===== src/bgi_pkg.sv =====
// bgi_pkg: shared widths, command and register codes, and transaction types
// for the bilinear grid interpolator
// no dependencies
`timescale 1ns / 1ps
`default_nettype none

package bgi_pkg;

    // fixed field widths
    localparam int X_POS_W     = 17;
    localparam int Y_POS_W     = 16;
    localparam int COL_W       = 9;
    localparam int ROW_W       = 8;
    localparam int SAMPLE_W    = 32;
    localparam int GRID_W_W    = 10;
    localparam int GRID_H_W    = 9;
    localparam int CFG_DATA_W  = 10;
    localparam int CFG_INDEX_W = 1;

    // internal operation widths, sized for the largest supported grid and fraction
    localparam int IDX_W       = 12;
    localparam int FRAC_W      = 17;

    // queue between front and back
    localparam int Q_DEPTH     = 4;
    localparam int Q_PTR_W     = 2;
    localparam int Q_CNT_W     = 3;

    // result buffer in the back end
    localparam int OUT_DEPTH   = 8;
    localparam int OUT_PTR_W   = 3;
    localparam int OUT_CNT_W   = 4;

    localparam logic CMD_WRITE = 1'b0;
    localparam logic CMD_QUERY = 1'b1;

    localparam logic [CFG_INDEX_W-1:0] REG_GRID_WIDTH  = 1'b0;
    localparam logic [CFG_INDEX_W-1:0] REG_GRID_HEIGHT = 1'b1;

    typedef struct packed {
        logic                cmd;
        logic [X_POS_W-1:0]  x_pos;
        logic [Y_POS_W-1:0]  y_pos;
        logic [COL_W-1:0]    write_col;
        logic [ROW_W-1:0]    write_row;
        logic [SAMPLE_W-1:0] sample_value;
    } bgi_req_t;

    typedef struct packed {
        logic [SAMPLE_W-1:0] interp_value;
        logic                edge_clamped;
    } bgi_rsp_t;

    // classified operation: a query carries its right/lower neighbor indices and
    // weights, a write carries its grid position
    typedef struct packed {
        logic                is_query;
        logic [IDX_W-1:0]    col_idx;
        logic [IDX_W-1:0]    row_idx;
        logic [FRAC_W-1:0]   col_frac;
        logic [FRAC_W-1:0]   row_frac;
        logic                clamped;
        logic [SAMPLE_W-1:0] sample_value;
    } bgi_op_t;

endpackage

`default_nettype wire


===== src/bgi_queue.sv =====
// bgi_queue: short fifo of classified operations between front and back
// depends on bgi_pkg
`timescale 1ns / 1ps
`default_nettype none

module bgi_queue
    import bgi_pkg::*;
(
    input  wire logic    clk,
    input  wire logic    rst_n,
    input  wire logic    push_valid,
    output logic         push_ready,
    input  wire bgi_op_t push_op,
    output logic         pop_valid,
    input  wire logic    pop_ready,
    output bgi_op_t      pop_op
);

    bgi_op_t              q_mem_reg [Q_DEPTH];
    logic [Q_PTR_W-1:0]   wr_ptr_reg;
    logic [Q_PTR_W-1:0]   rd_ptr_reg;
    logic [Q_CNT_W-1:0]   count_reg;
    logic [Q_CNT_W-1:0]   count_next;
    logic                 do_push;
    logic                 do_pop;

    assign push_ready = count_reg != Q_CNT_W'(Q_DEPTH);
    assign pop_valid  = count_reg != '0;
    assign pop_op     = q_mem_reg[rd_ptr_reg];
    assign do_push    = push_valid && push_ready;
    assign do_pop     = pop_valid && pop_ready;

    always_comb
    begin
        count_next = count_reg;
        if (do_push && !do_pop)
        begin
            count_next = count_reg + Q_CNT_W'(1);
        end
        else if (!do_push && do_pop)
        begin
            count_next = count_reg - Q_CNT_W'(1);
        end
    end

    always_ff @(posedge clk or negedge rst_n)
    begin
        if (!rst_n)
        begin
            wr_ptr_reg <= '0;
            rd_ptr_reg <= '0;
            count_reg  <= '0;
        end
        else
        begin
            count_reg <= count_next;
            if (do_push)
            begin
                wr_ptr_reg <= wr_ptr_reg + Q_PTR_W'(1);
            end
            if (do_pop)
            begin
                rd_ptr_reg <= rd_ptr_reg + Q_PTR_W'(1);
            end
        end
    end

    always_ff @(posedge clk)
    begin
        if (do_push)
        begin
            q_mem_reg[wr_ptr_reg] <= push_op;
        end
    end

endmodule

`default_nettype wire


===== config.mk =====
export PLATFORM = sky130hd
export DESIGN_NAME = bgi_queue
export DESIGN_NICKNAME = d
export VERILOG_FILES = /design/src/bgi_pkg.sv /design/src/bgi_queue.sv
export SDC_FILE = /design/constraint.sdc
export NUM_CORES = 1
export LEC_CHECK = 0
export ABC_CLOCK_PERIOD_IN_PS = 4700
export BUFFER_PORTS_ARGS = -buffer_cell sky130_fd_sc_hd__buf_2
export CAP_MARGIN = 20
export CORE_MARGIN = 3
export CORE_UTILIZATION = 45
export DETAILED_ROUTE_END_ITERATION = 12
export PLACE_DENSITY_LB_ADDON = 0.2
export SLEW_MARGIN = 20
export SYNTH_ARGS = -nofsm -noshare
export SYNTH_HDL_FRONTEND = slang
export SYNTH_SLANG_ARGS = --single-unit

===== constraint.sdc =====
create_clock -name clk -period 4.7 [get_ports clk]
set_clock_uncertainty 0.15 [all_clocks]
set_input_delay 0.47 -clock clk [delete_from_list [all_inputs] [get_ports clk]]
set_output_delay 0.47 -clock clk [all_outputs]
set_load 0.02 [all_outputs]

==> reports/qor.yml, run 1 <==
timing.rr.end: "q_mem_reg[0][0]$_DFFE_PP_"
slew_violations: 0
hold_viol: 0
fmax_mhz: 318
hold_path.class: "input port to register"
vias_per_cell: 5.21
reg2reg_setup_slack_ps: 2190
yosysTopAreaCell: "edfxtp_1"
end_kind: "primary output"
synth_top_area_share_pct: 80.4
worst_path_max_delay_cell: "dfrtp_4"
syn_to_final_growth_pct: 22.4
synth_compound_area_share_pct: 0.0819
synthXorXnorAreaFrac_pct: 0.382
core_area_um2: 29900
remaining_drc_errors: 0
post_drt_wl_per_cell_um: 21.5
r2r_start: "count_reg[0]$_DFFE_PN0P_"
final_common_cell: "edfxtp_1"
gr-total-overflow: 0
drtIter0Drc: 405
ys_seq_elements: 375
dr_total_vias: 6243
seq_area_frac_synth_pct: 81.6
synth.net_count: 618
cts_buffer_depth: 3
postRouteWirelength_um: 25800
synth_fa_ha_area_share_pct: 0.601
crit_fanout: 26
r2r_cells: 4
period_minus_slack_ps: 3140
drive_above_1_share_pct: 43.7
synthMuxAreaShare_pct: 15.2
synth_area_per_cell_um2: 26.6
critPathArrivalTime_ps: 2520
clkLatencyLatePin_ps: 520
yosys.cell_types.count: 20
grt_pass1_wl_um: 40500
synth_area_um2: 13800
synthTopCellsByArea: "edfxtp_1, mux4_2, dfrtp_1, buf_12, ha_1"
hp-start: "push_op[81]"
cp_top_family: "flip-flops"
track_usage_pct: 16.0
nets: 881
ant_nets: 0
peakVddDrop_v: 0.000464
antennaDiodeCount: 0
fin_crit_sh_pct: 66.9
outcome: "completed"
powerDensity_nw_per_um2: 654
synth_top_family_by_area: "multiplexers"
required_ps: 4080
largest_register_ffs: 368
crit_type: "register to primary output"
crit_buf_inv: 2
ys_warn_count: 0
antenna_found_initial: 1
min_path_cells: 1
drt_first_pass_iters: 4
cts_made_buffers: 39
setup_viol: 0
slew_headroom_pct: 49.6
slowest_delay_ps: 760
clkSinkCount: 375
port_buffers: 189
dieArea_um2: 32700
p_leak_uw: 0.00576
gp_congestion: 0.746
rsz0062_at_grt: "false"
num_rows: 63
holdPathEnd: "q_mem_reg[1][81]$_DFFE_PP_"
initial_core_util_pct: 46.0
final_cell_mix: "edfxtp_1, buf_2, mux4_2"
tns_ps: 0
cts_resized: 0
cap_violations: 0
postCtsSetupBuffers: 0
grt_pass1_vias: 6971
die_h_um: 181
ios: 190
path_clk_slew_ps: 60
startpoint_type: "register"
root_buffer: "clkbuf_16"
grt_start_max_net_pins: 74
final_core_util_pct: 56.3
syn_inst: 516
synth_simple_gate_area_share_pct: 0.373
cts_tree: "built"
dp_hpwl_um: 15200
h-tree-depth: 2
crit_path_start: "rd_ptr_reg[0]$_DFFE_PN0P_"
tightest_slew_ps: 756
cp_cell_sequence: "buf_4, mux4_2, buf_2"
die_w_um: 181
==> worst max path at each step <==
stage,end,cells past startpoint
6_report,pop_op[10],3
5_1_grt,pop_op[10],3
4_1_cts,pop_op[67],3
3_5_place_dp,pop_op[67],3
3_3_place_gp,pop_op[50],3
2_1_floorplan,q_mem_reg[0][0]$_DFFE_PP_,3
==> layer usage <==
layer	vias up	global-route usage [%]	wire (um)
li1	2754	-	-
met1	3268	20.5	10300
met2	173	27.5	13300
met3	46	3.50	1530
met4	2	4.91	627
met5	-	0	13
==> report_power, final <==
part | internal [uW] | switching [uW]
Clock | 1780 | 1190
Combinational | 1400 | 1940
Sequential | 4420 | 281
Total | 7600 | 3410
==> synth_stat cells, drive strengths merged <==
| cell type | number |
|---|---|
| a21boi | 1 |
| and2 | 4 |
| buf | 19 |
| clkbuf | 2 |
| dfrtp | 7 |
| edfxtp | 368 |
| fa | 1 |
| ha | 5 |
| inv | 3 |
| mux2 | 2 |
| mux4 | 92 |
| nand2 | 2 |
| nand3 | 1 |
| nor2 | 2 |
| or3 | 1 |
| xnor2 | 4 |
| xor2 | 2 |
==> per-stage QoR <==
step                worst slack [ps]  cell area [um2]  instances  hold slack (ps)  power, uW
finish                          1560            16800       1198             23.5      11000
global route                    1360            16800       1198             1.88      11500
CTS                             1380            16800       1197           0.0862      11200
detailed placement              1960            15100       1083              169       8160
global placement                1980            15100       1083              162       8090
floorplan                       1180            13800        516             24.4       7150
==> layout make-up <==
type,count,area (um2)
repair buffers,243,1540
well taps,390,488
fillers,2201,13000
clock buffers,49,1030
inverters,3,11.3
multi-input cells,117,2300
flip-flops and latches,375,11200
clock inverters,21,215
==> what timing repair did <==
action / in CTS / in global routing
hold buffers: 44 / 0
hold endpoints to repair: 161 / 0
endpoints found under the setup margin: 0 / 0
==> kinds of logic after synthesis <==
| family | after synthesis |
|---|---|
| compound gates | 1 |
| simple gates | 10 |
| flops | 375 |
| buf+inv | 24 |
| fa+ha+maj | 6 |
| xor+xnor | 6 |
| mux | 94 |
Note: power is estimated with default switching activity, not from simulation.
==> run 2, diff against run 1 <==
--- a/config.mk
+++ b/config.mk
@@ -5,7 +5,7 @@
 export SDC_FILE = /design/constraint.sdc
 export NUM_CORES = 1
 export LEC_CHECK = 0
-export ABC_CLOCK_PERIOD_IN_PS = 4700
+export ABC_CLOCK_PERIOD_IN_PS = 2700
 export BUFFER_PORTS_ARGS = -buffer_cell sky130_fd_sc_hd__buf_2
 export CAP_MARGIN = 20
 export CORE_MARGIN = 3
==> constraint.sdc (replaced) <==
create_clock -name clk -period 2.7 [get_ports clk]
set_clock_uncertainty 0.15 [all_clocks]
set_input_delay 0.27 -clock clk [delete_from_list [all_inputs] [get_ports clk]]
set_output_delay 0.27 -clock clk [all_outputs]
set_load 0.02 [all_outputs]
==> run 2 against run 1 <==
Worst setup slack lost 1400 ps. Critical path depth is the same. First-iteration DRC count shrank 12%. Largest power group unchanged. Via count grew 4.3%. Wire length grew 1.2%. Register-to-register slack lost 1800 ps. Power grew 75%. Clock-buffer cell count is the same. Sequential cell count is the same. Largest cell class unchanged.
==> reports/qor.yml, run 2 (synthesis gave the netlist of run 1 again) <==
cap_violations: 0  # unchanged
track_usage_pct: 16.1  # +0.13 points
root_buffer: "clkbuf_16"
hold_path.class: "input port to register"
hp-start: "push_valid"
r2r_cells: 8  # +4
drive_above_1_share_pct: 41.1  # -2.6 points
place_inst: 1091  # +0.74%
die_h_um: 181  # unchanged
final_cell_mix: "edfxtp_1, buf_2, dlygate4sd3_1"
grt_start_max_net_pins: 40  # -46%
powerDensity_nw_per_um2: 1100  # +68%
num_rows: 63  # unchanged
postPlaceCellArea_um2: 15300  # +0.98%
cts_tree: "built"
slew_headroom_pct: 68.9  # +19 points
peakVddDrop_v: 0.000783  # +69%
tns_ps: 0  # unchanged
antenna_found_initial: 0  # -1
antennaDiodeCount: 0  # unchanged
initial_core_util_pct: 46.0  # unchanged
gp_congestion: 0.718  # -3.8%
hold_viol: 0  # unchanged
grt_pass1_vias: 7326  # +5.1%
timing.rr.end: "count_reg[2]$_DFFE_PN0P_"
setup_viol: 0  # unchanged
ant_nets: 0  # unchanged
syn_to_final_growth_pct: 26.8
crit_fanout: 36  # +38%
dp_hpwl_um: 15600  # +3.0%
nets: 941  # +6.8%
dieArea_um2: 32700  # unchanged
fillCellCount: 2176  # -1.1%
startpoint_type: "register"
vias_per_cell: 5.18  # -0.64%
drtIter0Drc: 357  # -12%
final_cell_count_no_fill: 1258  # +5.0%
reg2reg_setup_slack_ps: 390  # -1800 ps
drt_first_pass_iters: 7  # +3
p_leak_uw: 0.00602  # +4.5%
fin_crit_sh_pct: 94.2
required_ps: 2280  # -1800 ps
cts_made_buffers: 38  # -2.6%
remaining_drc_errors: 0  # unchanged
outcome: "completed"
total_power_uw: 19200  # +75%
end_kind: "primary output"
gr-total-overflow: 0  # unchanged
min_path_cells: 3  # +2
clkLatencyLatePin_ps: 520  # about the same
critPathArrivalTime_ps: 2120  # -400 ps
rsz0062_at_grt: "false"
dr_total_vias: 6514  # +4.3%
period_minus_slack_ps: 2540
hold-worst-slack_ps: 61.0  # +37.5 ps
postRouteWirelength_um: 26100  # +1.2%
clkSinkCount: 375  # unchanged
r2r_start: "count_reg[1]$_DFFE_PN0P_"
path_clk_slew_ps: 60  # about the same
cts_buffer_depth: 3  # unchanged
tightest_slew_ps: 467  # -289 ps
grt_pass1_wl_um: 41100  # +1.3%
fmax_mhz: 393
crit_type: "register to primary output"
die_w_um: 181  # unchanged
slew_violations: 0  # unchanged
final_common_cell: "edfxtp_1"
largest_register_ffs: 368  # unchanged
h-tree-depth: 2  # unchanged
ios: 190  # unchanged
port_buffers: 189  # unchanged
post_drt_wl_per_cell_um: 20.8  # -3.6%
fin_area_um2: 17400  # +3.6%
core_area_um2: 29900  # unchanged
holdPathEnd: "wr_ptr_reg[0]$_DFFE_PN0P_"
run 2: cell count changes in the layout (fill, tap and decap cells not counted), sizes merged:
| cell | before | now |
|---|---|---|
| clkinvlp | 2 | 0 |
| buf | 199 | 209 |
| inv | 4 | 5 |
| bufinv | 4 | 3 |
| clkinv | 14 | 15 |
| dlygate4sd3 | 44 | 95 |
run 2: cell type report:
type                       instances  area, um2  share of cell area, %
inverter                           3       11.3                 0.0646
sequential                       375      11200                   64.4
clock inverter                    20        180                   1.03
tap                              390        488                   2.80
timing repair buffer             304       2230                   12.8
clock buffer                      49        992                   5.69
multi-input combinational        117       2300                   13.2
run 2: how the worst max path moves through the flow:
stage | startpoint | end | slack (ps) | depth (start not counted)
CTS | rd_ptr_reg[0]$_DFFE_PN0P_ | pop_op[22] | -7 | 3
global route | rd_ptr_reg[0]$_DFFE_PN0P_ | pop_op[22] | 60 | 3
floorplan | count_reg[0]$_DFFE_PN0P_ | q_mem_reg[0][0]$_DFFE_PP_ | 190 | 3
detailed placement | count_reg[1]$_DFFE_PN0P_ | count_reg[2]$_DFFE_PN0P_ | 390 | 8
finish | rd_ptr_reg[1]$_DFFE_PN0P_ | pop_op[39] | 160 | 3
global placement | count_reg[1]$_DFFE_PN0P_ | count_reg[2]$_DFFE_PN0P_ | 490 | 8
run 2: what timing repair did:
action | CTS | global route
gates resized for setup | 8 | 1
buffers inserted | 0 | 3
hold buffers | 95 | 0
endpoints found under the setup margin | 32 | 53
hold endpoints to repair | 377 | 0
pin swaps | 0 | 0
run 2: power by group:
part / switching (uW) / internal [uW]
logic: 3540 / 2680
registers: 385 / 7690
clock network: 2030 / 2890
run 2: per-stage QoR:
stage                     util (%)  worst slack (ps)
after global placement        51.1               495
after global routing          58.4              57.5
after detailed placement      51.1               390
after CTS                     58.3             -6.93
final                         58.4               156
after floorplan                  -               189
run 2: worst max-delay path, cell delays in order, from the launching register on:
cell	delay, ps
dfrtp_4	730
buf_12	320
mux4_2	370
buf_2	180
run 2: layer usage:
layer  routed length, um  vias to the layer above  global-route usage (%)
met5                   0                        -                       0
met4                 532                        0                    4.48
met3                1420                       34                    3.30
met2               13800                      185                    28.7
met1               10300                     3414                    20.1
li1                    -                     2881                       -
==> run 3, diff against run 2 <==
--- a/config.mk
+++ b/config.mk
@@ -8,9 +8,12 @@
 export ABC_CLOCK_PERIOD_IN_PS = 2700
 export BUFFER_PORTS_ARGS = -buffer_cell sky130_fd_sc_hd__buf_2
 export CAP_MARGIN = 20
+export CORE_ASPECT_RATIO = 1.25
 export CORE_MARGIN = 3
 export CORE_UTILIZATION = 45
+export CTS_CLUSTER_SIZE = 40
 export DETAILED_ROUTE_END_ITERATION = 12
+export MAX_ROUTING_LAYER = met4
 export PLACE_DENSITY_LB_ADDON = 0.2
 export SLEW_MARGIN = 20
 export SYNTH_ARGS = -nofsm -noshare
==> run 3 against run 2 <==
Worst hold slack improved by 21 ps. Wire length increased by 1.2%. Clock-buffer cell count decreased by 3. Via count decreased by 0.80%. Sequential cell count unchanged. Clock power decreased by 3%. Critical endpoint is now pop_op[85]. Critical path type unchanged.
==> reports/qor.yml, run 3 (synthesis gave the netlist of run 1 again) <==
grt_pass1_wl_um: 41100  # about the same
remaining_drc_errors: 0  # unchanged
postRouteWirelength_um: 26400  # +1.2%
crit_type: "register to primary output"
final_cell_mix: "edfxtp_1, buf_2, dlygate4sd3_1"
track_usage_pct: 16.8  # +0.70 points
worst_path_max_delay_cell: "dfrtp_4"
grt_pass1_vias: 7123  # -2.8%
syn_to_final_growth_pct: 26.8  # about the same
core_area_um2: 29700  # -0.62%
ios: 190  # unchanged
setup_viol: 0  # unchanged
hold_path.class: "input port to register"
gr-total-overflow: 0  # unchanged
cts_resized: 0  # -8
postPlaceCellArea_um2: 15300  # +0.33%
tightest_slew_ps: 369  # -97.7 ps
cts_buffer_depth: 3  # unchanged
cap_violations: 0  # unchanged
die_h_um: 201  # +11%
vias_per_cell: 5.12  # -1.2%
initial_core_util_pct: 46.3  # +0.29 points
fin_area_um2: 17400  # about the same
startpoint_type: "register"
slowest_delay_ps: 660  # -70 ps
clkSinkCount: 375  # unchanged
num_rows: 70  # +11%
fin_crit_sh_pct: 94.9  # +0.66 points
cts_made_buffers: 37  # -2.6%
critPathArrivalTime_ps: 2140  # +20 ps
final_common_cell: "edfxtp_1"
path_clk_slew_ps: 60  # about the same
dr_total_vias: 6462  # -0.80%
outcome: "completed"
grt_start_max_net_pins: 55  # +38%
drtIter0Drc: 382  # +7.0%
ant_nets: 0  # unchanged
clkLatencyLatePin_ps: 500  # -20 ps
post_drt_wl_per_cell_um: 20.9  # +0.84%
root_buffer: "clkbuf_16"
fmax_mhz: 390  # -0.70%
crit_buf_inv: 2  # unchanged
slew_headroom_pct: 75.3  # +6.4 points
port_buffers: 189  # unchanged
drive_above_1_share_pct: 42.0  # +0.85 points
powerDensity_nw_per_um2: 1100  # -0.37%
crit_fanout: 12  # -67%
peakVddDrop_v: 0.000812  # +3.7%
period_minus_slack_ps: 2560  # +17.9 ps
end_kind: "primary output"
h-tree-depth: 2  # unchanged
gp_congestion: 0.721  # +0.38%
antennaDiodeCount: 0  # unchanged
tns_ps: 0  # unchanged
dp_hpwl_um: 15900  # +1.5%
die_w_um: 162  # -10%
nets: 943  # +0.21%
required_ps: 2280  # about the same
rsz0062_at_grt: "false"
slew_violations: 0  # unchanged
cts_tree: "built"
antenna_found_initial: 0  # unchanged
largest_register_ffs: 368  # unchanged
cp_top_family: "flip-flops"
dieArea_um2: 32700  # about the same
cp_cell_sequence: "buf_4, mux4_2, buf_2"
p_leak_uw: 0.00603  # +0.16%
hold_viol: 0  # unchanged
drt_first_pass_iters: 4  # -3
## run 3: cell count changes in the layout (fill, tap and decap cells not counted), sizes merged
cell    before  now
bufinv       3    1
inv          5    7
clkinv      15   14
clkbuf      49   47
buf        209  211
## run 3: metrics by stage
stage | instances | setup WS (ps) | utilization (%) | power [uW] | hold WS, ps
2_1_floorplan | 516 | 189 | - | 12400 | -176
4_1_cts | 1262 | 1.92 | 58.7 | 19400 | 56.2
5_1_grt | 1263 | 34.6 | 58.7 | 20100 | 73.2
3_5_place_dp | 1101 | 370 | 51.6 | 14500 | -37.7
6_report | 1263 | 138 | 58.7 | 19100 | 82.5
3_3_place_gp | 1101 | 499 | 51.6 | 14300 | -45.5
## run 3: worst reg2reg max path, cell delays in order (launching register included)
cell     delay, ps
dfrtp_1        410
or3_1          440
nand2_1        140
ha_1           210
inv_1           60
fa_1           380
xor2_1         180
nor2_1         130
xor2_1         150
## run 3: cell type report
type                       count  area [um2]
sequential                   375       11200
fill                        2115       12300
clock inverter                19         126
timing repair buffer         307        2270
multi-input combinational    117        2300
clock buffer                  46        1000
tap                          396         495
inverter                       3        11.3
## run 3: power by group
group	leakage, uW	total [uW]	internal (uW)	switching (uW)
Combinational	0.00202	6300	2730	3570
Sequential	0.00345	8090	7690	396
Clock	0.000559	4750	2740	2010
## run 3: worst paths after layout
path,startpoint,end,slack [ps],cells past startpoint
worst max-delay path,rd_ptr_reg[0]$_DFFE_PN0P_,pop_op[85],140,3
worst min-delay path,push_valid,wr_ptr_reg[0]$_DFFE_PN0P_,80,3
worst max register to register,count_reg[1]$_DFFE_PN0P_,count_reg[2]$_DFFE_PN0P_,360,8
worst min register to register,count_reg[2]$_DFFE_PN0P_,count_reg[2]$_DFFE_PN0P_,390,1
max in group asynchronous,rst_n,rd_ptr_reg[0]$_DFFE_PN0P_,1570,3
min in group asynchronous,rst_n,wr_ptr_reg[0]$_DFFE_PN0P_,560,3
## run 3: routing by layer
metal,global-route usage [%],part of all wire [%],vias up
met4,3.99,1.6,0
met5,-,0,-
met1,20.7,40,3375
met2,29.2,54,170
met3,2.82,4.4,36
li1,-,-,2881
## run 3: timing repair
item,CTS,global route
setup endpoints to repair,39,13
pin swaps,0,0
endpoints found under the hold margin,377,0
hold buffers,95,0
setup buffers,1,1
