File: config.mk
export PLATFORM = sky130hd
export DESIGN_NAME = bgi_front
export DESIGN_NICKNAME = d
export VERILOG_FILES = /design/src/bgi_pkg.sv /design/src/bgi_front.sv
export SDC_FILE = /design/constraint.sdc
export NUM_CORES = 1
export LEC_CHECK = 0
export BUFFER_PORTS_ARGS = -buffer_cell sky130_fd_sc_hd__buf_2
export CORE_ASPECT_RATIO = 0.9
export CORE_MARGIN = 2
export CORE_UTILIZATION = 40
export DETAILED_ROUTE_END_ITERATION = 16
export PLACE_DENSITY = 0.72
export SYNTH_ARGS = -nofsm -noshare
export SYNTH_HDL_FRONTEND = slang
export SYNTH_SLANG_ARGS = --single-unit
export TNS_END_PERCENT = 50
File: constraint.sdc
create_clock -name clk -period 3.5 [get_ports clk]
set_input_delay 0.35 -clock clk [delete_from_list [all_inputs] [get_ports clk]]
set_output_delay 0.35 -clock clk [all_outputs]
set_load 0.05 [all_outputs]
File: src/bgi_pkg.sv
// bgi_pkg: shared widths, command and register codes, and transaction types
// for the bilinear grid interpolator
// no dependencies
`timescale 1ns / 1ps
`default_nettype none

package bgi_pkg;

    // fixed field widths
    localparam int X_POS_W     = 17;
    localparam int Y_POS_W     = 16;
    localparam int COL_W       = 9;
    localparam int ROW_W       = 8;
    localparam int SAMPLE_W    = 32;
    localparam int GRID_W_W    = 10;
    localparam int GRID_H_W    = 9;
    localparam int CFG_DATA_W  = 10;
    localparam int CFG_INDEX_W = 1;

    // internal operation widths, sized for the largest supported grid and fraction
    localparam int IDX_W       = 12;
    localparam int FRAC_W      = 17;

    // queue between front and back
    localparam int Q_DEPTH     = 4;
    localparam int Q_PTR_W     = 2;
    localparam int Q_CNT_W     = 3;

    // result buffer in the back end
    localparam int OUT_DEPTH   = 8;
    localparam int OUT_PTR_W   = 3;
    localparam int OUT_CNT_W   = 4;

    localparam logic CMD_WRITE = 1'b0;
    localparam logic CMD_QUERY = 1'b1;

    localparam logic [CFG_INDEX_W-1:0] REG_GRID_WIDTH  = 1'b0;
    localparam logic [CFG_INDEX_W-1:0] REG_GRID_HEIGHT = 1'b1;

    typedef struct packed {
        logic                cmd;
        logic [X_POS_W-1:0]  x_pos;
        logic [Y_POS_W-1:0]  y_pos;
        logic [COL_W-1:0]    write_col;
        logic [ROW_W-1:0]    write_row;
        logic [SAMPLE_W-1:0] sample_value;
    } bgi_req_t;

    typedef struct packed {
        logic [SAMPLE_W-1:0] interp_value;
        logic                edge_clamped;
    } bgi_rsp_t;

    // classified operation: a query carries its right/lower neighbor indices and
    // weights, a write carries its grid position
    typedef struct packed {
        logic                is_query;
        logic [IDX_W-1:0]    col_idx;
        logic [IDX_W-1:0]    row_idx;
        logic [FRAC_W-1:0]   col_frac;
        logic [FRAC_W-1:0]   row_frac;
        logic                clamped;
        logic [SAMPLE_W-1:0] sample_value;
    } bgi_op_t;

endpackage

`default_nettype wire

File: src/bgi_front.sv
// bgi_front: accepts request transactions, drops writes outside the store,
// splits and clamps query coordinates into neighbor indices and weights
// depends on bgi_pkg
`timescale 1ns / 1ps
`default_nettype none

module bgi_front
    import bgi_pkg::*;
#(
    parameter int MAX_COLS  = 512,
    parameter int MAX_ROWS  = 256,
    parameter int FRAC_BITS = 8
) (
    input  wire logic                clk,
    input  wire logic                rst_n,
    input  wire logic [GRID_W_W-1:0] grid_width,
    input  wire logic [GRID_H_W-1:0] grid_height,
    input  wire logic                req_valid,
    output logic                     req_ready,
    input  wire bgi_req_t            req,
    output logic                     op_valid,
    input  wire logic                op_ready,
    output bgi_op_t                  op
);

    localparam logic [X_POS_W-1:0] X_LIMIT     = X_POS_W'(MAX_COLS);
    localparam logic [Y_POS_W-1:0] Y_LIMIT     = Y_POS_W'(MAX_ROWS);
    localparam logic [X_POS_W-1:0] X_FRAC_MASK = X_POS_W'(2**FRAC_BITS - 1);
    localparam logic [Y_POS_W-1:0] Y_FRAC_MASK = Y_POS_W'(2**FRAC_BITS - 1);
    localparam logic [FRAC_W-1:0]  FRAC_ONE    = FRAC_W'(2**FRAC_BITS);

    logic               op_valid_reg;
    bgi_op_t            op_reg;
    bgi_op_t            op_next;
    logic               keep;
    logic [X_POS_W-1:0] nx;
    logic [X_POS_W-1:0] ix;
    logic [FRAC_W-1:0]  tx;
    logic               clamp_x;
    logic [Y_POS_W-1:0] ny;
    logic [Y_POS_W-1:0] iy;
    logic [FRAC_W-1:0]  ty;
    logic               clamp_y;

    // column axis
    always_comb
    begin
        nx = X_POS_W'(grid_width);
        if (nx < X_POS_W'(2))
        begin
            nx = X_POS_W'(2);
        end
        else if (nx > X_LIMIT)
        begin
            nx = X_LIMIT;
        end
        ix      = req.x_pos >> FRAC_BITS;
        tx      = FRAC_W'(req.x_pos & X_FRAC_MASK);
        clamp_x = 1'b0;
        if (ix >= nx)
        begin
            ix      = nx - X_POS_W'(1);
            tx      = FRAC_ONE;
            clamp_x = 1'b1;
        end
        else if (ix == '0)
        begin
            // below the first pixel center: pin to the first cell
            ix      = X_POS_W'(1);
            tx      = '0;
            clamp_x = 1'b1;
        end
    end

    // row axis
    always_comb
    begin
        ny = Y_POS_W'(grid_height);
        if (ny < Y_POS_W'(2))
        begin
            ny = Y_POS_W'(2);
        end
        else if (ny > Y_LIMIT)
        begin
            ny = Y_LIMIT;
        end
        iy      = req.y_pos >> FRAC_BITS;
        ty      = FRAC_W'(req.y_pos & Y_FRAC_MASK);
        clamp_y = 1'b0;
        if (iy >= ny)
        begin
            iy      = ny - Y_POS_W'(1);
            ty      = FRAC_ONE;
            clamp_y = 1'b1;
        end
        else if (iy == '0)
        begin
            iy      = Y_POS_W'(1);
            ty      = '0;
            clamp_y = 1'b1;
        end
    end

    always_comb
    begin
        op_next              = '0;
        op_next.sample_value = req.sample_value;
        if (req.cmd == CMD_QUERY)
        begin
            op_next.is_query = 1'b1;
            op_next.col_idx  = IDX_W'(ix);
            op_next.row_idx  = IDX_W'(iy);
            op_next.col_frac = tx;
            op_next.row_frac = ty;
            op_next.clamped  = clamp_x | clamp_y;
            keep             = 1'b1;
        end
        else
        begin
            op_next.is_query = 1'b0;
            op_next.col_idx  = IDX_W'(req.write_col);
            op_next.row_idx  = IDX_W'(req.write_row);
            keep = (32'(req.write_col) < 32'(MAX_COLS)) && (32'(req.write_row) < 32'(MAX_ROWS));
        end
    end

    assign req_ready = !op_valid_reg || op_ready;

    always_ff @(posedge clk or negedge rst_n)
    begin
        if (!rst_n)
        begin
            op_valid_reg <= 1'b0;
        end
        else if (req_ready)
        begin
            op_valid_reg <= req_valid && keep;
        end
    end

    always_ff @(posedge clk)
    begin
        if (req_ready && req_valid)
        begin
            op_reg <= op_next;
        end
    end

    assign op_valid = op_valid_reg;
    assign op       = op_reg;

endmodule

`default_nettype wire

==> Flow_metrics.wiki, run 1 <==
{| class="wikitable"
! Metric !! Value
|-
| Met2 global-route usage || between 30% and 40%
|-
| Most common library cell in the layout ignoring fill and taps || buf_2
|-
| Slew Limit Fails || 0
|-
| Final worst clock skew || 0.00666 ns
|-
| Number of antenna violations at the first check in global routing || 0
|-
| Outcome || completed
|-
| CP Data Required Time || roughly 3.6 ns
|-
| Met1 Resource Use GR || 23.8%
|-
| Later-pin clock latency in the skew report || 0.35 ns
|-
| Share of the cycle needed by the critical path after routing || 80.2%
|-
| Number of design-rule violations left by the first detailed-router iteration || 110
|-
| Post-synth EDFFs || 74
|-
| Pin count of the biggest net entering global routing || 75
|-
| Synthesized area per cell || 12.6 um^2
|-
| Number of H-tree levels || 3
|-
| X dimension of the die || 107 um
|-
| # IOs || 200
|-
| Path category of the worst min-delay check || input pin to flip-flop
|-
| Core area || 0.00921 mm^2
|-
| Post-route minimum period || 2.81 ns
|-
| Max clock buf depth || 2
|-
| Proportion of layout cells with a drive suffix above 1 || 44.5%
|-
| Wire length per cell after detailed routing || 15.2 um
|-
| Count of state elements after synthesis || 75
|-
| Die Footprint || roughly 0.010 mm^2
|-
| Met3 routing resource usage after global routing || 4.72%
|-
| Total global-route track usage || between 10% and 20%
|-
| Max-slew headroom at the worst pin || 36.3%
|-
| Leakage power || 2.16 nW
|-
| Synth Cell Area || 0.00384 mm^2
|-
| Post-synthesis to final-layout area growth || 30.6%
|-
| Total Wirelength || 9420 um
|-
| Signal arrival time at the worst endpoint || approximately 2.9 ns
|-
| Number of synthesis warnings || 0
|-
| Pwr Total || 2.30 mW
|-
| TNS Setup || 0 ns
|-
| Iteration count of the initial detailed-routing pass || 4
|-
| Highest-count cells in the layout ignoring fill and taps || buf_2, edfxtp_1, nor2_1
|-
| CP cell instances || buf_2 > nor4_2 > a21oi_1 > or2_2 > ha_1 > o211ai_2 > a21oi_2 > o41ai_4 > a21oi_4 > or2_0 > a22o_1
|-
| Hold_ws || about 0.17 ns
|-
| Overall die height || 96.9 um
|-
| Initial cell density of the core || 41.7%
|-
| Crit Path Category || input pin to flip-flop
|-
| Average via count per standard cell || 4.87
|-
| Post-layout instance area || 0.00501 mm^2
|-
| Largest register FFs || 74
|-
| Count of instances resized after the clock tree is built || 0
|-
| VDD IR max || 199 uV
|-
| Cell types with the largest area share after synthesis || edfxtp_1, ha_1, buf_4
|-
| Seq/Total Area, Yosys || 58.6%
|-
| Critical Path Sink Type || flip-flop
|-
| Family with the most delay on the worst path || compound AO/OA/AOI/OAI gates
|-
| Yosys top cell area share || 57.9%
|-
| Count of input and output buffers || 183
|-
| Maximum fanout count along the critical path || 15
|-
| TritonCTS Sinks || 75
|-
| Crit path setup slack, layout || 0.695 ns
|-
| Rows || 33
|-
| Buffers inserted during post-CTS setup optimization || 0
|-
| Launching element type of the critical path || input pin
|-
| Count of non-filler cells in the finished layout || 619
|-
| Total number of vias || slightly above 3000
|-
| Final number of hold-violating endpoints || 0
|-
| Synth area leader || edfxtp_1
|-
| Maximum capacitance violations || 0
|-
| ANT cells || 0
|-
| PwrDens || roughly 460 mW/mm^2
|-
| Half-perimeter wire length after placement || 7400 um
|-
| Library cells used by synthesis || 53
|-
| Fin util || 54.4%
|-
| Total Nets Final || 617
|-
| Library cell used as clock root buffer || clkbuf_8
|-
| Tightest Pin Transition || about 0.96 ns
|-
| Most instantiated flip-flop cell in the synthesis netlist || edfxtp_1
|-
| Count of hold buffers inserted by post-cts repair || 1
|-
| Cell type of the slowest stage on the worst timing path || nor4_2
|-
| Clock slew seen by the registers of the worst setup and hold paths || about 0.09 ns
|-
| DRC violations left || 0
|-
| Placer Congestion || 0.892
|-
| Highest achievable clock rate || approximately 360 MHz
|-
| RSZ-0062 raised after global routing || no
|-
| Placed Instance Area || 0.00480 mm^2
|-
| Proportion of synthesized flip-flops having asynchronous set or reset || 1.33%
|-
| Biggest cell delay along the critical path || 0.45 ns
|-
| Cts bufs inserted || 9
|-
| Remaining global-route overflow || 0
|-
| Number of global-route vias before repair || about 3000
|-
| Buffers plus inverters on the worst setup path || 1
|-
| Number of routed nets with antenna violations || 0
|-
| Count of endpoints failing setup in the final report || 0
|-
| Wire length of the first global-routing pass || 14900 um
|-
| Cells after synthesis || roughly 300
|-
| Most Used Layer, Global Route || met2
|-
| TritonCTS clock tree || done
|-
| Place WS || 0.343 ns
|-
| Placed instance count || 602
|}
-- worst reg2reg max path: cells and delay by family, from the launching register on --
| kind | cells | cell delay, ns |
|---|---|---|
| simple gates | 2 | 0.91 |
| flops | 1 | 0.39 |
-- final cells by class --
cell class | instances | area [um^2]
multi-input cells | 212 | 1450
clock inverters | 7 | 75.1
repair buffers | 184 | 926
clock buffers | 9 | 124
inverters | 10 | 37.5
well taps | 122 | 153
fillers | 823 | 4200
flip-flops and latches | 75 | 2250
-- where the power goes --
group | total [mW] | switching [mW] | internal (mW)
clock | 0.676 | 0.342 | 0.333
sequential | 1.07 | 0.0126 | 1.06
combinational | 0.556 | 0.404 | 0.152
total | 2.30 | 0.759 | 1.54
-- logic make-up after synthesis --
family	after synthesis	synth area share [%]
AND/OR/NAND/NOR	112	16.5
flip-flops	75	58.6
buffers and inverters	36	5.54
adder cells (fa/ha/maj)	19	6.20
other	1	0.0977
XOR/XNOR	7	1.60
AO/OA/AOI/OAI	49	9.94
multiplexers	6	1.60
-- final timing paths --
check | cells after the start | endpoint | slack [ns] | from
hold reg to reg | 2 | op_valid | 0.56 | op_valid
hold / removal | 1 | op[9] | 0.17 | req[9]
min in group asynchronous | 2 | op_valid | 0.30 | rst_n
max in group asynchronous | 2 | op_valid | 3.12 | rst_n
setup reg to reg | 2 | op[31] | 1.79 | op_valid
setup / recovery | 11 | op[82] | 0.69 | grid_width[4]
-- metal layers --
layer | up-vias | wire length (um)
met5 | - | 0
met4 | 0 | 150
met3 | 13 | 861
met2 | 159 | 4370
met1 | 1384 | 4040
li1 | 1461 | -
-- synth_stat cells, types with 3 or more instances --
master,n
buf_4,18
inv_1,8
and2_1,19
or3_1,3
nand3_1,3
a21o_1,3
nor3_1,8
ha_1,19
nand2_1,20
mux2i_1,5
nor3b_1,3
edfxtp_1,74
o21ai_1,5
o21ai_0,6
clkbuf_1,5
a31oi_1,4
nand2b_1,17
nor4_1,5
a21oi_2,3
nor2_1,21
xnor2_1,6
a21oi_1,8
Note: power is estimated with default switching activity, not from simulation.
==> inputs of run 2 (changes only) <==
- ABC_AREA: default -> 1
- clock period: 3.5 -> 2.86 ns (I/O delays scaled with it)
==> run 2 against run 1 <==
Effect of this change:
- via count increased by 13%
- highest routed layer unchanged
- clock power grew 18%
- sequential power grew 22%
- total power up 23%
- critical path depth increased by 3
- core utilization is 0.72 points lower
- global-route usage increased by 0.11 points
==> Flow_metrics.wiki, run 2 <==
{| class="wikitable"
! Metric !! Value
|-
| Synth Cell Area || 0.00396 mm^2 (+3.1%)
|-
| Synthesized area per cell || 9.79 um^2 (-22%)
|-
| Tightest Pin Transition || 0.651 ns (-0.305 ns)
|-
| Wire length per cell after detailed routing || 13.8 um (-9.1%)
|-
| Place WS || 0.0701 ns (-0.273 ns)
|-
| Signal arrival time at the worst endpoint || 2.65 ns (-0.26 ns)
|-
| Number of routed nets with antenna violations || 0 (unchanged)
|-
| ANT cells || 0 (unchanged)
|-
| X dimension of the die || 109 um (+1.5%)
|-
| Half-perimeter wire length after placement || 8310 um (+12%)
|-
| Post-synth EDFFs || 74 (unchanged)
|-
| Total number of vias || 3401 (+13%)
|-
| TritonCTS clock tree || done
|-
| Synth area leader || edfxtp_1
|-
| Count of endpoints failing setup in the final report || 0 (unchanged)
|-
| CP Data Required Time || 3.05 ns (-0.56 ns)
|-
| Number of design-rule violations left by the first detailed-router iteration || 157 (+43%)
|-
| Maximum capacitance violations || 0 (unchanged)
|-
| Crit path setup slack, layout || 0.405 ns (-0.290 ns)
|-
| Iteration count of the initial detailed-routing pass || 5 (+1)
|-
| Path category of the worst min-delay check || input pin to flip-flop
|-
| Total global-route track usage || 18.6% (+0.11 points)
|-
| Buffers inserted during post-CTS setup optimization || 0 (unchanged)
|-
| Proportion of layout cells with a drive suffix above 1 || 37.0% (-7.4 points)
|-
| Yosys top cell area share || 56.2% (-1.7 points)
|-
| Beginning of the worst hold path || req[22]
|-
| Total Wirelength || 10100 um (+7.3%)
|-
| Highest achievable clock rate || 407 MHz
|-
| Critical Path Source || grid_width[4]
|-
| Core area || 0.00966 mm^2 (+4.9%)
|-
| Count of state elements after synthesis || 75 (unchanged)
|-
| Count of hold buffers inserted by post-cts repair || 1 (unchanged)
|-
| Launching element type of the critical path || input pin
|-
| Most common library cell in the layout ignoring fill and taps || buf_2
|-
| Leakage power || 2.55 nW (+18%)
|-
| TNS Setup || 0 ns (unchanged)
|-
| Number of synthesis warnings || 0 (unchanged)
|-
| Later-pin clock latency in the skew report || 0.34 ns (about the same)
|-
| Share of the cycle needed by the critical path after routing || roughly 86%
|-
| Library cells used by synthesis || 38 (-28%)
|-
| Max clock buf depth || 2 (unchanged)
|-
| Number of H-tree levels || 3 (unchanged)
|-
| Library cell used as clock root buffer || clkbuf_8
|-
| Clock slew seen by the registers of the worst setup and hold paths || 0.08 ns (about the same)
|-
| Placed Instance Area || 0.00498 mm^2 (+3.7%)
|-
| Overall die height || 98.4 um (+1.5%)
|-
| TritonCTS Sinks || 75 (unchanged)
|-
| Post-layout instance area || 0.00518 mm^2 (+3.5%)
|-
| Max-slew headroom at the worst pin || 56.6% (+20 points)
|-
| PwrDens || 545 mW/mm^2 (+19%)
|-
| Leading post-synthesis cells by instance count || nand2_1, edfxtp_1, nor2_1, inv_1, nand3_1
|-
| Seq/Total Area, Yosys || 56.8% (-1.8 points)
|-
| Number of global-route vias before repair || 3223 (+7.6%)
|-
| Crit Path Category || input pin to flip-flop
|-
| Final number of hold-violating endpoints || 0 (unchanged)
|-
| Average via count per standard cell || 4.65 (-4.5%)
|-
| # IOs || 200 (unchanged)
|-
| Cells after synthesis || 404 (+32%)
|-
| DRC violations left || 0 (unchanged)
|-
| Biggest cell delay along the critical path || 0.31 ns (-0.14 ns)
|-
| Initial cell density of the core || 41.0% (-0.71 points)
|-
| RSZ-0062 raised after global routing || no
|-
| Critical Path Sink Type || flip-flop
|-
| Placer Congestion || 0.792 (-11%)
|-
| Cts bufs inserted || 9 (unchanged)
|-
| Count of input and output buffers || 183 (unchanged)
|-
| Final worst clock skew || 0.00801 ns (+0.00134 ns)
|-
| Proportion of synthesized flip-flops having asynchronous set or reset || 1.33% (unchanged)
|-
| Post-route minimum period || around 2.5 ns
|-
| Fin util || 53.7% (-0.72 points)
|-
| Cell type of the slowest stage on the worst timing path || ha_1
|-
| Most instantiated flip-flop cell in the synthesis netlist || edfxtp_1
|-
| Most common cell in the synthesized netlist || nand2_1
|-
| Die Footprint || 0.0107 mm^2 (+3.0%)
|-
| Rows || 34 (+3.0%)
|-
| VDD IR max || 247 uV (+25%)
|-
| Cell types with the largest area share after synthesis || edfxtp_1, nand2_1, ha_1
|-
| CP cell instances || buf_2 > or2_1 > nor2_2 > nand2_2 > nand2_4 > nand2_1 > ha_1 > a21oi_1 > o21ai_0 > a21oi_1 > nand3_2 > nor2_1 > nand2_2 > nor2_1
|-
| Outcome || completed
|-
| Total Nets Final || 725 (+18%)
|-
| Highest-count cells in the layout ignoring fill and taps || buf_2, nand2_1, edfxtp_1
|-
| Number of antenna violations at the first check in global routing || 0 (unchanged)
|-
| Largest register FFs || 74 (unchanged)
|-
| Pin count of the biggest net entering global routing || 53 (-29%)
|-
| Post-synthesis to final-layout area growth || 31.1%
|-
| Wire length of the first global-routing pass || 15300 um (+2.7%)
|-
| Pwr Total || 2.83 mW (+23%)
|-
| Slew Limit Fails || 0 (unchanged)
|-
| Maximum fanout count along the critical path || 13 (-2)
|-
| R2r startpoint || op_valid
|-
| Count of instances resized after the clock tree is built || 0 (unchanged)
|-
| Remaining global-route overflow || 0 (unchanged)
|}
[run 2: changes by cell type after synthesis, sizes merged, moves of 17 or more]
cell,before,now
and2,19,0
inv,10,51
nand2,20,101
nand2b,17,0
nand3,3,22
nor2,22,53
[run 2: final timing paths]
kind,to,cells after the start,slack (ns)
min,op[22],1,0.11
max reg2reg,op[91],2,1.33
min in group asynchronous,op_valid,2,0.27
max,op[51],14,0.40
max in group asynchronous,op_valid,2,2.50
min reg2reg,op_valid,2,0.62
[run 2: kinds of logic (layout without fill, tap and decap cells)]
group	after synthesis	count (layout)	synth area share [%]
DFF	75	75	56.8
adders and majority gates	19	19	6.01
xor gates and xnor gates	4	4	0.886
and+or+nand+nor	188	188	20.7
other	1	19	0.0948
AOI/OAI and AO/OA	42	42	5.95
buffers and inverters	75	258	9.58
[run 2: layer usage]
layer	part of all wire, %	wire length [um]	GRT usage [%]
met1	41	4170	22.9
met2	49	4930	32.6
met3	8.4	844	3.14
met4	1.6	161	6.61
met5	0	0	0
[run 2: report_power, final]
group          total, mW  switching, mW  internal (mW)  leakage, nW
Sequential          1.31         0.0162           1.29        0.725
Clock              0.801          0.373          0.428       0.0966
Combinational      0.716          0.530          0.187         1.73
Total               2.83          0.919           1.91         2.55
[run 2: worst max-delay path, delay by kind of cell]
family / cells / cell delay [ns]
buffers and inverters: 1 / 0.13
AOI/OAI and AO/OA: 3 / 0.39
and+or+nand+nor: 9 / 1.53
adders and majority gates: 1 / 0.31
[run 2: through the flow]
step	hold WS (ns)	cells
final	0.112	731
after global routing	0.100	731
after CTS	0.0927	731
after detailed placement	0.0673	714
after global placement	0.0613	714
after floorplan	-0.00959	422
[run 2: final cells by class]
class | count | area [um^2]
clock buffer | 12 | 145
fill | 874 | 4470
tap | 126 | 158
inverter | 51 | 196
sequential | 75 | 2250
multi-input combinational | 272 | 1410
clock inverter | 4 | 51.3
timing repair buffer | 191 | 978
==> inputs of run 3 (changes only) <==
==> constraint.sdc (replaced) <==
create_clock -name clk -period 2.86 [get_ports clk]
set_input_delay 0.429 -clock clk [delete_from_list [all_inputs] [get_ports clk]]
set_output_delay 0.429 -clock clk [all_outputs]
set_load 0.05 [all_outputs]
==> run 3 against run 2 <==
Effect of this change:
- sequential share of layout area is 0.22 points lower
- via count about the same
- first-iteration DRC count is 25% higher
- final area up 0.51%
- clock power shrank 3.0%
- clock-buffer cell count shrank 2
- sequential cell count is the same
- setup slack worse by 0.11 ns
- clock skew decreased by 0.0016 ns
- register-to-register slack gained 0.02 ns
- critical path type unchanged
- largest cell class unchanged
==> Flow_metrics.wiki, run 3 (synthesis gave the netlist of run 2 again) <==
{| class="wikitable"
! Metric !! Value
|-
| Pin count of the biggest net entering global routing || 49 (-7.5%)
|-
| DRC violations left || 0 (unchanged)
|-
| Max clock buf depth || 2 (unchanged)
|-
| RSZ-0062 raised after global routing || no
|-
| Fin util || 54.0% (+0.27 points)
|-
| Total number of vias || 3402 (+0.029%)
|-
| Count of endpoints failing setup in the final report || 0 (unchanged)
|-
| Highest-count cells in the layout ignoring fill and taps || buf_2, nand2_1, edfxtp_1
|-
| Total Wirelength || 10200 um (+1.2%)
|-
| Buffers inserted during post-CTS setup optimization || 0 (unchanged)
|-
| Largest register FFs || 74 (unchanged)
|-
| Share of the cycle needed by the critical path after routing || 89.5% (+3.7 points)
|-
| Signal arrival time at the worst endpoint || 2.73 ns (+0.08 ns)
|-
| Remaining global-route overflow || 0 (unchanged)
|-
| TritonCTS Sinks || 75 (unchanged)
|-
| Leakage power || 2.57 nW (+0.74%)
|-
| PwrDens || 539 mW/mm^2 (-1.1%)
|-
| Total Nets Final || 729 (+0.55%)
|-
| Max-slew headroom at the worst pin || 55.6% (-0.99 points)
|-
| Number of antenna violations at the first check in global routing || 0 (unchanged)
|-
| VDD IR max || 379 uV (+53%)
|-
| Initial cell density of the core || 41.0% (unchanged)
|-
| Die Footprint || 0.0107 mm^2 (unchanged)
|-
| Hold_ws || 0.265 ns (+0.152 ns)
|-
| Number of H-tree levels || 3 (unchanged)
|-
| Iteration count of the initial detailed-routing pass || 4 (-1)
|-
| Post-layout instance area || 0.00521 mm^2 (+0.51%)
|-
| Number of global-route vias before repair || 3215 (-0.25%)
|-
| Overall die height || 98.4 um (unchanged)
|-
| Cell type of the slowest stage on the worst timing path || ha_1
|-
| Total global-route track usage || 18.8% (+0.21 points)
|-
| Clock slew seen by the registers of the worst setup and hold paths || 0.08 ns (about the same)
|-
| Proportion of layout cells with a drive suffix above 1 || 37.6% (+0.58 points)
|-
| Most common cell type on the critical path || o21ai_0
|-
| Biggest cell delay along the critical path || 0.29 ns (-0.02 ns)
|-
| Number of routed nets with antenna violations || 0 (unchanged)
|-
| X dimension of the die || 109 um (unchanged)
|-
| Maximum fanout count along the critical path || 13 (unchanged)
|-
| Tightest Pin Transition || 0.666 ns (+0.0148 ns)
|-
| Launching element type of the critical path || input pin
|-
| # IOs || 200 (unchanged)
|-
| Later-pin clock latency in the skew report || 0.33 ns (about the same)
|-
| Library cell used as clock root buffer || clkbuf_8
|-
| ANT cells || 0 (unchanged)
|-
| Pwr Total || 2.81 mW (-0.59%)
|-
| Highest achievable clock rate || 390 MHz (-4.1%)
|-
| Wire length of the first global-routing pass || 15400 um (+0.49%)
|-
| Maximum capacitance violations || 0 (unchanged)
|-
| Most common library cell in the layout ignoring fill and taps || buf_2
|-
| Core area || 0.00966 mm^2 (unchanged)
|-
| Crit Path Category || input pin to flip-flop
|-
| Number of fill cells in the layout || 888 (+1.6%)
|-
| Outcome || completed
|-
| Post-synthesis to final-layout area growth || 31.7%
|-
| Placed Instance Area || 0.00501 mm^2 (+0.60%)
|-
| Count of input and output buffers || 183 (unchanged)
|-
| CP Data Required Time || 3.03 ns (-0.02 ns)
|-
| Final number of hold-violating endpoints || 0 (unchanged)
|-
| Count of instances resized after the clock tree is built || 0 (unchanged)
|-
| Average via count per standard cell || 4.63 (-0.51%)
|-
| Path category of the worst min-delay check || input pin to flip-flop
|-
| TritonCTS clock tree || done
|-
| CP cell instances || buf_2 > or2_1 > nor2_2 > nand2_2 > nand2_4 > inv_6 > nor2_8 > inv_2 > ha_1 > a21oi_1 > o21ai_0 > a21oi_1 > nand3_2 > inv_1 > o21ai_0 > o21ai_0
|-
| Crit path setup slack, layout || 0.299 ns (-0.106 ns)
|-
| Half-perimeter wire length after placement || 8550 um (+2.9%)
|-
| Cts bufs inserted || 9 (unchanged)
|-
| Placer Congestion || 0.880 (+11%)
|-
| Slew Limit Fails || 0 (unchanged)
|-
| Number of design-rule violations left by the first detailed-router iteration || 197 (+25%)
|-
| Post-route minimum period || 2.56 ns (+0.106 ns)
|-
| Place WS || -0.0323 ns (-0.102 ns)
|-
| Final worst clock skew || 0.00645 ns (-0.00155 ns)
|-
| Rows || 34 (unchanged)
|-
| Critical Path Sink Type || flip-flop
|-
| Wire length per cell after detailed routing || 13.9 um (+0.67%)
|-
| Count of hold buffers inserted by post-cts repair || 1 (unchanged)
|}
==> run 3: changes by cell type in the layout (fill, tap and decap cells not counted), sizes merged <==
cell | previous run | this run
buf | 190 | 194
clkbuf | 12 | 10
clkinv | 2 | 3
inv | 51 | 52
==> run 3: path summary, 6_finish.rpt <==
kind | startpoint | endpoint | slack (ns) | cells past startpoint
min reg2reg | op_valid | op_valid | 0.61 | 2
max reg2reg | op_valid | op[22] | 1.35 | 2
max | grid_width[4] | op[79] | 0.30 | 16
min | req[7] | op[7] | 0.26 | 1
max in group asynchronous | rst_n | op_valid | 2.37 | 2
min in group asynchronous | rst_n | op_valid | 0.41 | 2
==> run 3: layout make-up <==
cell class / count / area, um^2 / share of cell area, %
flip-flops and latches: 75 / 2250 / 43.1
multi-input cells: 272 / 1410 / 27.0
repair buffers: 195 / 1010 / 19.4
inverters: 51 / 196 / 3.77
well taps: 126 / 158 / 3.03
clock buffers: 10 / 128 / 2.45
clock inverters: 6 / 65.1 / 1.25
==> run 3: critical path: cells and delay by family <==
family	cells	cell delay (ns)
adder cells (fa/ha/maj)	1	0.29
AO/OA/AOI/OAI	5	0.70
buffers and inverters	4	0.44
AND/OR/NAND/NOR	6	0.87
==> run 3: through the flow <==
stage	cells	setup TNS, ns
2_1_floorplan	422	0
3_5_place_dp	718	-0.103
6_report	735	0
3_3_place_gp	718	0
5_1_grt	735	0
4_1_cts	735	0
==> run 3: power by group <==
part	internal [mW]	total, mW	leakage, nW	switching, mW
sequential	1.29	1.31	0.725	0.0172
combinational	0.191	0.723	1.75	0.532
clock	0.404	0.777	0.0966	0.373
==> run 3: layer usage <==
metal | share of wire, % | global-route usage, % | vias to the layer above
li1 | - | - | 1709
met1 | 42 | 23.7 | 1538
met2 | 48 | 32.2 | 143
met3 | 8.3 | 3.87 | 12
met4 | 1.3 | 6.02 | 0
met5 | 0 | 0 | -
